## config.mk

```make
export PLATFORM = sky130hd
export DESIGN_NAME = lkfi_div
export DESIGN_NICKNAME = d
export VERILOG_FILES = /design/src/hw/rtl/assert_macros.svh /design/src/hw/rtl/lkfi_pkg.sv /design/src/hw/rtl/lkfi_div.sv
export SDC_FILE = /design/constraint.sdc
export NUM_CORES = 1
export LEC_CHECK = 0
export BUFFER_PORTS_ARGS = -buffer_cell sky130_fd_sc_hd__buf_2
export CAP_MARGIN = 20
export CORE_MARGIN = 5
export CORE_UTILIZATION = 30
export DETAILED_ROUTE_END_ITERATION = 8
export PLACE_DENSITY = 0.49
export SLEW_MARGIN = 5
export SYNTH_ARGS = -nofsm -noshare
export SYNTH_HDL_FRONTEND = slang
export SYNTH_SLANG_ARGS = --single-unit
```

## constraint.sdc

```tcl
create_clock -name clk_i -period 7.4 [get_ports clk_i]
set_input_delay 0.37 -clock clk_i [delete_from_list [all_inputs] [get_ports clk_i]]
set_output_delay 0.37 -clock clk_i [all_outputs]
set_load 0.02 [all_outputs]
```

## src/hw/rtl/assert_macros.svh

```systemverilog
// Assertion helpers for the RTL files; only the interpolator unit includes them.
`ifndef ASSERT_MACROS_SVH
`define ASSERT_MACROS_SVH
`ifndef SYNTHESIS
`define ASSERT_ALWAYS(label, clk, rst_n, prop) \
  label: assert property (@(posedge clk) disable iff (!rst_n) (prop)) \
    else $error("assertion failed");
`define ASSERT_IMPLIES(label, clk, rst_n, pre, post) \
  label: assert property (@(posedge clk) disable iff (!rst_n) (pre) |-> (post)) \
    else $error("assertion failed");
`else
`define ASSERT_ALWAYS(label, clk, rst_n, prop)
`define ASSERT_IMPLIES(label, clk, rst_n, pre, post)
`endif
`endif

```

## src/hw/rtl/lkfi_pkg.sv

```systemverilog
`timescale 1ns / 1ps
package lkfi_pkg;
  localparam int MaxPoints = 1024;
  localparam int AddrW = $clog2(MaxPoints);
  localparam int CntW = AddrW + 1;
  localparam int DivW = 64;
  localparam int DvsW = 33;
  localparam int DivCntW = $clog2(DivW);
  localparam int EntryW = 64;
  localparam logic [15:0] LookbackReset = 16'd90;

  typedef enum logic [1:0] {
    REQ_START  = 2'd0,
    REQ_APPEND = 2'd1,
    REQ_STOP   = 2'd2,
    REQ_QUERY  = 2'd3
  } req_e;

  typedef enum logic [1:0] {
    STAT_OK      = 2'd0,
    STAT_DROP    = 2'd1,
    STAT_UNAVAIL = 2'd2,
    STAT_ZERO    = 2'd3
  } status_e;

  typedef struct packed {
    logic signed [15:0] y;
    logic signed [15:0] x;
    logic [31:0]        t;
  } entry_t;

  typedef struct packed {
    logic [31:0]        part;
    logic [31:0]        whole;
    logic signed [15:0] xa;
    logic signed [15:0] xb;
    logic signed [15:0] ya;
    logic signed [15:0] yb;
  } seg_t;
endpackage

```

## src/hw/rtl/lkfi_div.sv

```systemverilog
`timescale 1ns / 1ps
// Restoring divider, one quotient bit per cycle.
module lkfi_div (
  input  logic                         clk_i,
  input  logic                         rst_ni,
  input  logic                         start_i,
  input  logic [lkfi_pkg::DivW-1:0]    dividend_i,
  input  logic [lkfi_pkg::DvsW-1:0]    divisor_i,
  output logic                         done_o,
  output logic [lkfi_pkg::DivW-1:0]    quot_o,
  output logic [lkfi_pkg::DvsW-1:0]    rem_o
);
  logic                          busy_q;
  logic [lkfi_pkg::DivCntW-1:0]  cnt_q;
  logic [lkfi_pkg::DivW-1:0]     acc_q;
  logic [lkfi_pkg::DvsW-1:0]     rem_q, dvs_q;
  logic [lkfi_pkg::DvsW:0]       shifted;
  logic                          ge;

  assign shifted = {rem_q, acc_q[lkfi_pkg::DivW-1]};
  assign ge      = shifted >= {1'b0, dvs_q};

  always_ff @(posedge clk_i or negedge rst_ni) begin
    if (!rst_ni) begin
      busy_q <= 1'b0;
      cnt_q  <= '0;
      done_o <= 1'b0;
    end else begin
      done_o <= 1'b0;
      if (start_i) begin
        busy_q <= 1'b1;
        cnt_q  <= '0;
      end else if (busy_q) begin
        cnt_q <= cnt_q + 1'b1;
        if (cnt_q == {lkfi_pkg::DivCntW{1'b1}}) begin
          busy_q <= 1'b0;
          done_o <= 1'b1;
        end
      end
    end
  end

  always_ff @(posedge clk_i) begin
    if (start_i) begin
      acc_q <= dividend_i;
      rem_q <= '0;
      dvs_q <= divisor_i;
    end else if (busy_q) begin
      acc_q <= {acc_q[lkfi_pkg::DivW-2:0], ge};
      rem_q <= ge ? lkfi_pkg::DvsW'(shifted - {1'b0, dvs_q})
                  : shifted[lkfi_pkg::DvsW-1:0];
    end
  end

  assign quot_o = acc_q;
  assign rem_o  = rem_q;
endmodule

```

; Yosys cells after proc, flatten, opt, wreduce, memory -nomap -nowiden
; Cells that the tools add are included.
[totals]
inputBits = 100
out_inout_bits = 98
ff_bits = 138
wordCells = 22
[classes]
order_cmp = 1
mux = 11
addsub = 2
n_eq_ne = 1
reduce_logical = 1
[ops]
columns = op, n
row1 = two-way mux 64 bit, 2
row2 = greater-or-equal comparator 34 x 33 -> 1 bit, 1
row3 = two-way mux 33 bit, 1
row4 = subtractor 33 bit, 1
row5 = two-way mux 6 bit, 2
row6 = adder 6 x 1 -> 6 bit (second input constant), 1
row7 = equality test 6 bit (second input constant), 1
row8 = two-way mux 1 bit, 6
row9 = nonzero test 2 bit, 1

; Longest topological paths before layout
; Gate-level depths: netlist of run 1.
[depth]
word_depth = 4
depth_mapped = 15
ltp_nobuf = 12

; Worst setup path after synthesis of run 1
; OpenSTA, ideal clock, no wires.
[synth_path]
path_type = reg-to-reg
startpoint = reg acc_q, in the netlist quot_o[63]
endpoint = reg acc_q, in the netlist quot_o[0], data pin
path_buffers = 3
setup_time_ps = 260
path_stages_with_launch = 15
arrival_ps = 3146
setup_slack_ps = 3994
period_less_slack_ps = 3406
required_ps = 7140
path_cell_list = edfxtp_1 inv_1 ha_1 inv_1 fa_1 a21o_1 a221o_1 a22o_2 o211ai_1 a21oi_1 or3_1 clkbuf_1 buf_6 buf_4 mux2_2
[synth_via]
elab_chain_len = 3
[synth_lines]
columns = item, line
row1 = from (decl), lkfi_div.sv:15  ; logic [lkfi_pkg::DivW-1:0] acc_q;
row2 = from (signal assigned), lkfi_div.sv:45  ; acc_q <= dividend_i;
row3 = from (signal assigned), lkfi_div.sv:49  ; acc_q <= {acc_q[lkfi_pkg::DivW-2:0], ge};
row4 = greater-or-equal comparator 34 x 33 -> 1 bit, lkfi_div.sv:21  ; assign ge = shifted >= {1'b0, dvs_q};
row5 = two-way mux 64 bit, lkfi_div.sv:48  ; end else if (busy_q) begin
row6 = two-way mux 64 bit, lkfi_div.sv:44  ; if (start_i) begin
; Every way passes these cells. The select of a mux whose other input is x is not followed.
; A chain may end at the register's enable or synchronous reset.

; Worst setup path after layout of run 1
[layout_path]
startpoint = reg acc_q, in the netlist quot_o[63]
endpoint = reg rem_q, in the netlist rem_o[0]
[layout_via]
elab_chain_len = 2
elab_cells_between_ends = 3
classes_between = add/sub: 1 / order compare: 1 / mux: 1
[layout_lines]
columns = item, line
row1 = subtractor 33 bit or greater-or-equal comparator 34 x 33 -> 1 bit (tied branches), "lkfi_div.sv:50, lkfi_div.sv:21"
row2 = two-way mux 33 bit (*), lkfi_div.sv:50  ; rem_q <= ge ? lkfi_pkg::DvsW'(shifted - {1'b0, dvs_q})
row3 = to (signal assigned), lkfi_div.sv:50
row4 = to (decl), lkfi_div.sv:16  ; logic [lkfi_pkg::DvsW-1:0] rem_q, dvs_q;
; Mark *: on every way between the ends. The rest lies on a longest branch, timed or not.

==> results_dict.tcl, run 1 <==
set metrics [dict create \
    status "completed" \
    rows 57 \
    startpoint_type "register" \
    clockBufferDepth 2 \
    ant_nets 0 \
    ir_worst_vdd_uv 156 \
    clock_sinks 138 \
    ios 198 \
    clk_latency_ns 0.43 \
    maxCapViolations 0 \
    ys_ff_latch 138 \
    start_util 0.305 \
    layout.nets 990 \
    crit_start "quot_o[63]$_DFFE_PP_" \
    route.detailed.drc 0 \
    num_vias 5760 \
    final-hold-violation-count 0 \
    synthCells 663 \
    dr.pass1.iters 4 \
    hpwl_mm 15.1 \
    tns_ns 0 \
    power.share.clock 0.422 \
    drive_above_1_share 0.357 \
    grt_setup_unrepaired "no" \
    diodes 0 \
    period_minus_slack_ns 3.85 \
    grt_max_degree 67 \
    cp-end-kind "register" \
    die_x_um 167 \
    yosysWarnings 0 \
    synth_ff_type "edfxtp_1" \
    clk_root_buffer_cell "clkbuf_16" \
    p_per_area_mw_per_mm2 221 \
    switching_power_w 0.000577 \
    post-route-util 0.383 \
    grt_first_pass_wirelength_mm 33.2 \
    p_seq_frac 0.447 \
    combPwrFrac 0.131 \
    ys_seq_area_frac 0.509 \
    worstReg2RegStart "quot_o[63]$_DFFE_PP_" \
    portBuffers 197 \
    hold_start "divisor_i[3]" \
    synth.avg_cell_area_um2 11.2 \
    place_congestion 0.809 \
    ys_top_cells_by_area "edfxtp_1 (39%), mux2_2 (9.7%), dfxtp_1 (8.9%)" \
    maxClockFrequency_mhz 260 \
    wl_per_cell_um 17.4 \
    post_cts_resize_count 0 \
    yosysTopAreaCellShare 0.393 \
    synth_edf_count 97 \
    setup-violations-final 0 \
    wl_mm 20.8 \
    worstPathRequired_ns 7.75 \
    syn-num-nets 798 \
    core_mm2 0.0243 \
    via_per_inst 4.83 \
    die_y_um 167 \
    post-route-period-util 0.520 \
    internal_power_w 0.00148 \
    synthArstFlopShare 0.0580 \
    mostFrequentLayoutCells "buf_2 (196), edfxtp_1 (97), mux2_2 (64), nand2_1 (54), nor2_1 (52)" \
    worstMarginPinSlew_ns 1.07 \
    overflow 0 \
    final_common_cell "buf_2" \
    syn_to_final_growth_pct 25.6 \
    die_area_mm2 0.0279 \
    slew_headroom 0.289 \
    clk_pin_slew_ns 0.07 \
    leakage_nw 4.01 \
    synth_cell_type_count 63 \
    critPathKind "reg -> reg" \
    drv_slew 0 \
    crit_fanout 40 \
    antenna_found_initial 5 \
    tritoncts "yes" \
    synth_top_cell_by_area "edfxtp_1" \
    worstHoldPathType "in -> reg" \
    numCtsBuffers 17 \
    switching_share 0.281 \
    r2r_slack_ns 3.55 \
    critical_path_arrival_ns 4.20 \
    first_global_vias 5879 \
    fin_skew_ns 0.0139 \
    drt-initial-drc-count 276 \
    syn-cell-area_mm2 0.00741 \
    cts.htree.levels 4 \
    grtUsageTotal 0.149 \
]
[per-stage QoR]
stage	hold slack (ns)	setup slack (ns)	instances	total power (W)	instance area (µm²)
finish	0.110	3.55	1192	0.00206	9310
global route	0.0876	3.36	1192	0.00215	9310
CTS	0.0861	3.53	1192	0.00209	9310
detailed placement	0.219	3.55	1159	0.00121	8720
global placement	0.226	3.58	1159	0.00121	8720
floorplan	0.0744	3.99	663	0.00110	7410
[critical path, cell delays in order (launching register included)]
cell and delay [ns]:
edfxtp_1 0.37, inv_1 0.08, ha_1 0.16, inv_1 0.05, fa_1 0.39, a21o_1 0.23
a221o_1 0.35, a22o_2 0.25, o211ai_1 0.23, a21oi_1 0.08, or3_2 0.88, mux2_1 0.49
a211oi_2 0.20
[path summary, 6_finish.rpt]
| kind | endpoint | cells after the start |
|---|---|---|
| max in group asynchronous | cnt_q[2]$_DFFE_PN0P_ | 2 |
| hold / removal | dvs_q[3]$_DFFE_PP_ | 1 |
| hold reg to reg | rem_o[23]$_SDFFE_PP0P_ | 2 |
| setup reg to reg | rem_o[0]$_SDFFE_PP0P_ | 12 |
| setup / recovery | rem_o[0]$_SDFFE_PP0P_ | 12 |
| min in group asynchronous | cnt_q[5]$_DFFE_PN0P_ | 2 |
[registers in the layout (all words and copies together), names as in the netlist]
name	flops
busy_q	1
cnt_q	6
done_o	1
dvs_q	33
quot_o	64
rem_o	33
[cell type report]
cell class	count	area (µm²)
tap	324	405
clock inverter	15	158
fill	2479	15000
timing repair buffer	203	1040
multi-input combinational	458	3370
inverter	37	139
sequential	138	3770
clock buffer	17	425
[logic make-up (layout without fill, tap and decap cells)]
family / Yosys count / in the layout / synth area share
xor gates and xnor gates: 33 / 33 / 0.0390
adders and majority gates: 35 / 35 / 0.0601
AOI/OAI and AO/OA: 146 / 146 / 0.131
and+or+nand+nor: 156 / 156 / 0.0952
buffers and inverters: 67 / 272 / 0.0358
DFF: 138 / 138 / 0.509
muxes: 88 / 88 / 0.130
[layer usage]
metal  wire (µm)  part of all wire  GRT usage
met1        9410              0.45      0.194
met3        1730             0.083     0.0603
met2        9290              0.45      0.230
met4         258             0.012     0.0423
met5          69            0.0033          0
[power by group through the flow]
stage | registers (W) | clock network [W] | logic, W
floorplan | 0.000977 | 0 | 0.000122
global placement | 0.000935 | 0 | 0.000272
detailed placement | 0.000935 | 0 | 0.000272
CTS | 0.000921 | 0.000896 | 0.000273
global route | 0.000927 | 0.000929 | 0.000297
finish | 0.000920 | 0.000867 | 0.000269
[synth_stat cells (all sizes together), types with 2 or more instances]
cell type  number
o211ai          4
and3            3
nand4           8
nor3            7
nand3           9
nor2           52
mux2           65
or3             5
o21ai          35
nand2          54
mux2i          23
edfxtp         97
xnor2          17
a311oi          2
or4             3
o31ai           5
or2             3
buf            11
a21o           11
o21a            4
a211oi         21
dfxtp          33
a21oi          35
clkbuf         19
o31a            7
inv            37
and2            2
a31o            4
dfrtp           8
nand2b          3
xor2           16
nor2b           2
nor4            3
ha             34
a31oi           4
[repair_timing]
action / 4_1_cts / 5_1_grt
endpoints found under the hold margin: 8 / 0
hold buffers: 1 / 0
setup buffers: 0 / 0
Power figures use the tool's default switching activity.
==> run 2, diff against run 1 <==
--- a/config.mk
+++ b/config.mk
@@ -5,12 +5,13 @@
 export SDC_FILE = /design/constraint.sdc
 export NUM_CORES = 1
 export LEC_CHECK = 0
+export ABC_AREA = 1
 export BUFFER_PORTS_ARGS = -buffer_cell sky130_fd_sc_hd__buf_2
 export CAP_MARGIN = 20
 export CORE_MARGIN = 5
 export CORE_UTILIZATION = 30
 export DETAILED_ROUTE_END_ITERATION = 8
-export PLACE_DENSITY = 0.49
+export PLACE_DENSITY = 0.5
 export SLEW_MARGIN = 5
 export SYNTH_ARGS = -nofsm -noshare
 export SYNTH_HDL_FRONTEND = slang
==> constraint.sdc (replaced) <==
create_clock -name clk_i -period 3.15 [get_ports clk_i]
set_input_delay 0.1575 -clock clk_i [delete_from_list [all_inputs] [get_ports clk_i]]
set_output_delay 0.1575 -clock clk_i [all_outputs]
set_load 0.02 [all_outputs]
==> results_dict.tcl, run 2 <==
set metrics [dict create \
    status "completed" \
    syn-num-nets 1289 \
    drt-initial-drc-count 390 \
    first_global_vias 8336 \
    yosysTopAreaCellShare 0.345 \
    clk_latency_ns 0.43 \
    start_util 0.304 \
    post-route-period-util 0.817 \
    final-hold-violation-count 0 \
    ys_top_cells_by_area "edfxtp_1 (35%), nand2_1 (23%), dfxtp_1 (7.8%)" \
    antenna_found_initial 0 \
    die_y_um 178 \
    largest_reg_flops 64 \
    worstPathRequired_ns 3.53 \
    critical_path_arrival_ns 2.96 \
    crit_fanout 32 \
    critPathKind "reg -> reg" \
    overflow 0 \
    dr.pass1.iters 7 \
    layout.nets 1568 \
    ir_worst_vdd_uv 365 \
    numCtsBuffers 17 \
    p_total_w 0.00880 \
    grt_max_degree 78 \
    syn_to_final_growth_pct 33.4 \
    num_vias 8066 \
    synthCells 1154 \
    slew_headroom 0.513 \
    fin_skew_ns 0.0118 \
    clk_pin_slew_ns 0.07 \
    drv_slew 0 \
    ant_nets 0 \
    final_common_cell "nand2_1" \
    maxClockFrequency_mhz 389 \
    ys_ff_latch 138 \
    ys_seq_area_frac 0.448 \
    cts.htree.levels 4 \
    diodes 0 \
    hpwl_mm 19.9 \
    ios 198 \
    startpoint_type "register" \
    post_cts_resize_count 0 \
    synth_edf_count 97 \
    die_x_um 178 \
    yosysWarnings 0 \
    maxCapViolations 0 \
    leakage_nw 5.99 \
    grtUsageTotal 0.175 \
    synth_top_cell_by_area "edfxtp_1" \
    synthArstFlopShare 0.0580 \
    wl_mm 27.0 \
    tritoncts "yes" \
    syn-cell-area_mm2 0.00843 \
    period_minus_slack_ns 2.57 \
    wl_per_cell_um 14.8 \
    synth.avg_cell_area_um2 7.31 \
    drive_above_1_share 0.191 \
    portBuffers 197 \
    worstHoldPathType "in -> reg" \
    clock_sinks 138 \
    clk_root_buffer_cell "clkbuf_16" \
    core_mm2 0.0278 \
    via_per_inst 4.42 \
    tns_ns 0 \
    route.detailed.drc 0 \
    mostFrequentLayoutCells "nand2_1 (510), buf_2 (196), inv_1 (172), edfxtp_1 (97), nand3_1 (89)" \
    clockBufferDepth 2 \
    cp-end-kind "register" \
    rows 61 \
    yosys.cell_count.top_type "nand2_1" \
    worstMarginPinSlew_ns 0.730 \
    grt_setup_unrepaired "no" \
    place_congestion 0.881 \
    synth_ff_type "edfxtp_1" \
    fillers 2996 \
    timing.hold.ws_ns 0.0213 \
    die_area_mm2 0.0316 \
    p_per_area_mw_per_mm2 782 \
    synth_cell_type_count 40 \
    grt_first_pass_wirelength_mm 43.4 \
    setup-violations-final 0 \
    synth_top_cells_by_count "nand2_1 (510), inv_1 (173), edfxtp_1 (97)" \
]
-- run 2: layer usage --
layer,vias to the layer above,routed length [µm],track usage
met2,227,12500,0.292
met1,3654,11800,0.219
met5,-,0,0
met4,0,430,0.0454
met3,31,2230,0.0584
li1,4154,-,-
-- run 2: worst paths after layout --
check / from / to / slack, ns / depth (start not counted)
min in group asynchronous: rst_ni / cnt_q[1]$_DFFE_PN0P_ / 0.11 / 2
hold reg to reg: rem_o[12]$_SDFFE_PP0P_ / rem_o[12]$_SDFFE_PP0P_ / 0.49 / 2
setup reg to reg: quot_o[63]$_DFFE_PP_ / rem_o[27]$_SDFFE_PP0P_ / 0.58 / 13
max in group asynchronous: rst_ni / cnt_q[2]$_DFFE_PN0P_ / 2.86 / 2
setup / recovery: quot_o[63]$_DFFE_PP_ / rem_o[27]$_SDFFE_PP0P_ / 0.58 / 13
hold / removal: dividend_i[62] / quot_o[62]$_DFFE_PP_ / 0.02 / 3
-- run 2: logic make-up (layout without fill, tap and decap cells) --
logic type | Yosys count | in the layout | synth area share
buffers and inverters | 216 | 508 | 0.102
adders and majority gates | 35 | 35 | 0.0528
xor gates and xnor gates | 15 | 15 | 0.0156
AOI/OAI and AO/OA | 46 | 46 | 0.0307
DFF | 138 | 138 | 0.448
and+or+nand+nor | 704 | 704 | 0.351
-- run 2: layout make-up --
cell class / instances / area (µm²) / share of cell area
Multi-Input combinational cell: 800 / 3800 / 0.338
Timing Repair Buffer: 289 / 1900 / 0.169
Clock inverter: 13 / 119 / 0.0106
Inverter: 187 / 702 / 0.0624
Sequential cell: 138 / 3770 / 0.336
Clock buffer: 19 / 475 / 0.0423
Tap cell: 378 / 473 / 0.0421
-- run 2: timing repair --
item,4_1_cts,5_1_grt
endpoints found under the hold margin,90,0
hold buffers,83,0
buffers inserted,0,0
-- run 2: report_power, final --
| group | internal, W | switching [W] |
|---|---|---|
| clock | 0.00114 | 0.000926 |
| combinational | 0.00149 | 0.00271 |
| sequential | 0.00228 | 0.000260 |
| total | 0.00490 | 0.00389 |
-- run 2: through the flow --
stage,utilization,area [µm²],cells,setup WS (ns)
3_5_place_dp,0.353,9820,1709,0.588
6_report,0.405,11200,1824,0.576
2_1_floorplan,-,8430,1154,0.143
3_3_place_gp,0.353,9820,1709,0.661
5_1_grt,0.405,11200,1824,0.394
4_1_cts,0.405,11200,1824,0.567
-- run 2: worst max-delay path: stages (launching register included) --
cell and delay [ns]:
edfxtp_1 0.38, inv_1 0.10, ha_1 0.15, inv_1 0.07, fa_1 0.44, nand3_1 0.14
nand3_2 0.12, nand2_2 0.10, nand2_2 0.07, nand2_4 0.34, nand2_8 0.26, nand3_1 0.21
nand2_1 0.08, nand2_1 0.05
==> run 3, diff against run 2 <==
--- a/config.mk
+++ b/config.mk
@@ -11,7 +11,7 @@
 export CORE_MARGIN = 5
 export CORE_UTILIZATION = 30
 export DETAILED_ROUTE_END_ITERATION = 8
-export PLACE_DENSITY = 0.5
+export PLACE_DENSITY = 0.49
 export SLEW_MARGIN = 5
 export SYNTH_ARGS = -nofsm -noshare
 export SYNTH_HDL_FRONTEND = slang
==> constraint.sdc (replaced) <==
create_clock -name clk_i -period 2.6 [get_ports clk_i]
set_input_delay 0.13 -clock clk_i [delete_from_list [all_inputs] [get_ports clk_i]]
set_output_delay 0.13 -clock clk_i [all_outputs]
set_load 0.02 [all_outputs]
==> results_dict.tcl, run 3 (synthesized netlist as in run 2, its figures left out) <==
set metrics [dict create \
    dp_cells 1717 \
    start_util 0.304 \
    fin_skew_ns 0.0185 \
    portBuffers 197 \
    antenna_found_initial 1 \
    final-hold-violation-count 0 \
    hpwl_mm 20.2 \
    drv_slew 0 \
    place_congestion 0.906 \
    p_per_area_mw_per_mm2 950 \
    post-route-period-util 0.906 \
    cts_setup_buffers 0 \
    slew_headroom 0.603 \
    die_area_mm2 0.0316 \
    critical_path_arrival_ns 2.66 \
    period_minus_slack_ns 2.35 \
    num_vias 8163 \
    overflow 0 \
    multi_input_area_mm2 0.00383 \
    die_x_um 178 \
    cp-end-kind "register" \
    cpPeakStageDelay_ns 0.36 \
    tns_ns 0 \
    tritoncts "yes" \
    grt_first_pass_wirelength_mm 42.6 \
    clockBufferDepth 2 \
    ir_worst_vdd_uv 445 \
    syn_to_final_growth_pct 36.1 \
    fin_cells 1845 \
    startpoint_type "register" \
    first_global_vias 8135 \
    numCtsBuffers 17 \
    grtUsageTotal 0.172 \
    dr.pass1.iters 5 \
    grt_max_degree 77 \
    ios 198 \
    clk_pin_slew_ns 0.08 \
    maxCapViolations 0 \
    cts.htree.levels 4 \
    drive_above_1_share 0.194 \
    ant_nets 0 \
    diodes 0 \
    setup-violations-final 0 \
    rows 61 \
    status "completed" \
    wl_mm 27.5 \
    final_common_cell "nand2_1" \
    mostFrequentLayoutCells "nand2_1 (510), buf_2 (196), inv_1 (172), edfxtp_1 (97), dlygate4sd3_1 (95)" \
    layout.nets 1589 \
    wl_per_cell_um 14.9 \
    drt-initial-drc-count 472 \
    grt_setup_unrepaired "no" \
    seqCellArea_mm2 0.00377 \
    largest_reg_flops 64 \
    worstHoldPathType "in -> reg" \
    clk_latency_ns 0.44 \
    fillers 2919 \
    core_mm2 0.0278 \
    via_per_inst 4.42 \
    die_y_um 178 \
    worstPathBufferInverterCount 2 \
    path_cells "inv_1 -> ha_1 -> a21oi_1 -> nand2_1 -> a21oi_2 -> nand2_4 -> nor2_8 -> buf_4 -> nand3_1 -> nand3_1 -> o21ai_1" \
    cp_top_family "simple AND/OR/NAND/NOR gates" \
    route.detailed.drc 0 \
    clock_sinks 138 \
    crit_top_cell "nand3_1" \
    crit_fanout 14 \
    crit_slowest_cell "nor2_8" \
    maxClockFrequency_mhz 425 \
    critPathKind "reg -> reg" \
    clk_root_buffer_cell "clkbuf_16" \
    leakage_nw 6.09 \
    worstMarginPinSlew_ns 0.594 \
    worstPathRequired_ns 2.91 \
]
==> run 3: changes by cell type in the layout (fill, tap and decap cells not counted), moves of 2 or more <==
cell and delta:
buf_4 +6, clkbuf_16 -2, clkinv_8 +3, dlygate4sd3_1 +12, nor2_4 +2
==> run 3: area by class of cell <==
cell class | instances | share of cell area
Clock buffer | 17 | 0.0371
Clock inverter | 15 | 0.0155
Inverter | 187 | 0.0612
Multi-Input combinational cell | 801 | 0.334
Sequential cell | 138 | 0.329
Tap cell | 378 | 0.0412
Timing Repair Buffer | 309 | 0.183
==> run 3: power breakdown <==
group          switching [W]  total [W]  internal (W)
clock                0.00119    0.00256       0.00138
sequential          0.000313    0.00307       0.00276
combinational        0.00339    0.00527       0.00188
total                0.00489     0.0109       0.00602
==> run 3: worst paths after layout <==
kind,startpoint,endpoint,slack [ns],cells after the start
max,dvs_q[29]$_DFFE_PP_,rem_o[14]$_SDFFE_PP0P_,0.25,11
max reg2reg,dvs_q[29]$_DFFE_PP_,rem_o[14]$_SDFFE_PP0P_,0.25,11
min reg2reg,rem_o[12]$_SDFFE_PP0P_,rem_o[12]$_SDFFE_PP0P_,0.49,2
max in group asynchronous,rst_ni,cnt_q[1]$_DFFE_PN0P_,2.36,2
min in group asynchronous,rst_ni,cnt_q[4]$_DFFE_PN0P_,0.07,2
min,dividend_i[13],quot_o[13]$_DFFE_PP_,0.02,3
==> run 3: through the flow <==
| stage | power [W] | utilization | setup slack, ns | hold slack, ns | area (µm²) |
|---|---|---|---|---|---|
| floorplan | 0.00677 | - | 0.374 | -0.166 | 8430 |
| global placement | 0.00821 | 0.356 | 0.0999 | -0.00982 | 9890 |
| detailed placement | 0.00822 | 0.356 | 0.0628 | -0.0149 | 9890 |
| CTS | 0.0109 | 0.412 | 0.0679 | 0.0000274 | 11400 |
| global route | 0.0117 | 0.413 | 0.0585 | 0.0166 | 11500 |
| finish | 0.0109 | 0.413 | 0.245 | 0.0194 | 11500 |
==> run 3: layer usage <==
metal	part of all wire	wire, µm	up-vias	track usage
met5	0.00047	13	-	0
met4	0.013	344	2	0.0364
met3	0.073	2000	24	0.0552
met2	0.46	12600	233	0.283
met1	0.46	12500	3705	0.224
li1	-	-	4199	-
==> run 3: tightest hold or removal path, cell delays in order <==
cell and delay (ns):
buf_2 0.11, nand2_1 0.06, nand2_1 0.05
==> run 3: repair_timing <==
item | CTS | global route
hold endpoints to repair | 101 | 1
hold buffers | 94 | 1
gates resized for setup | 0 | 4
setup endpoints to repair | 0 | 33
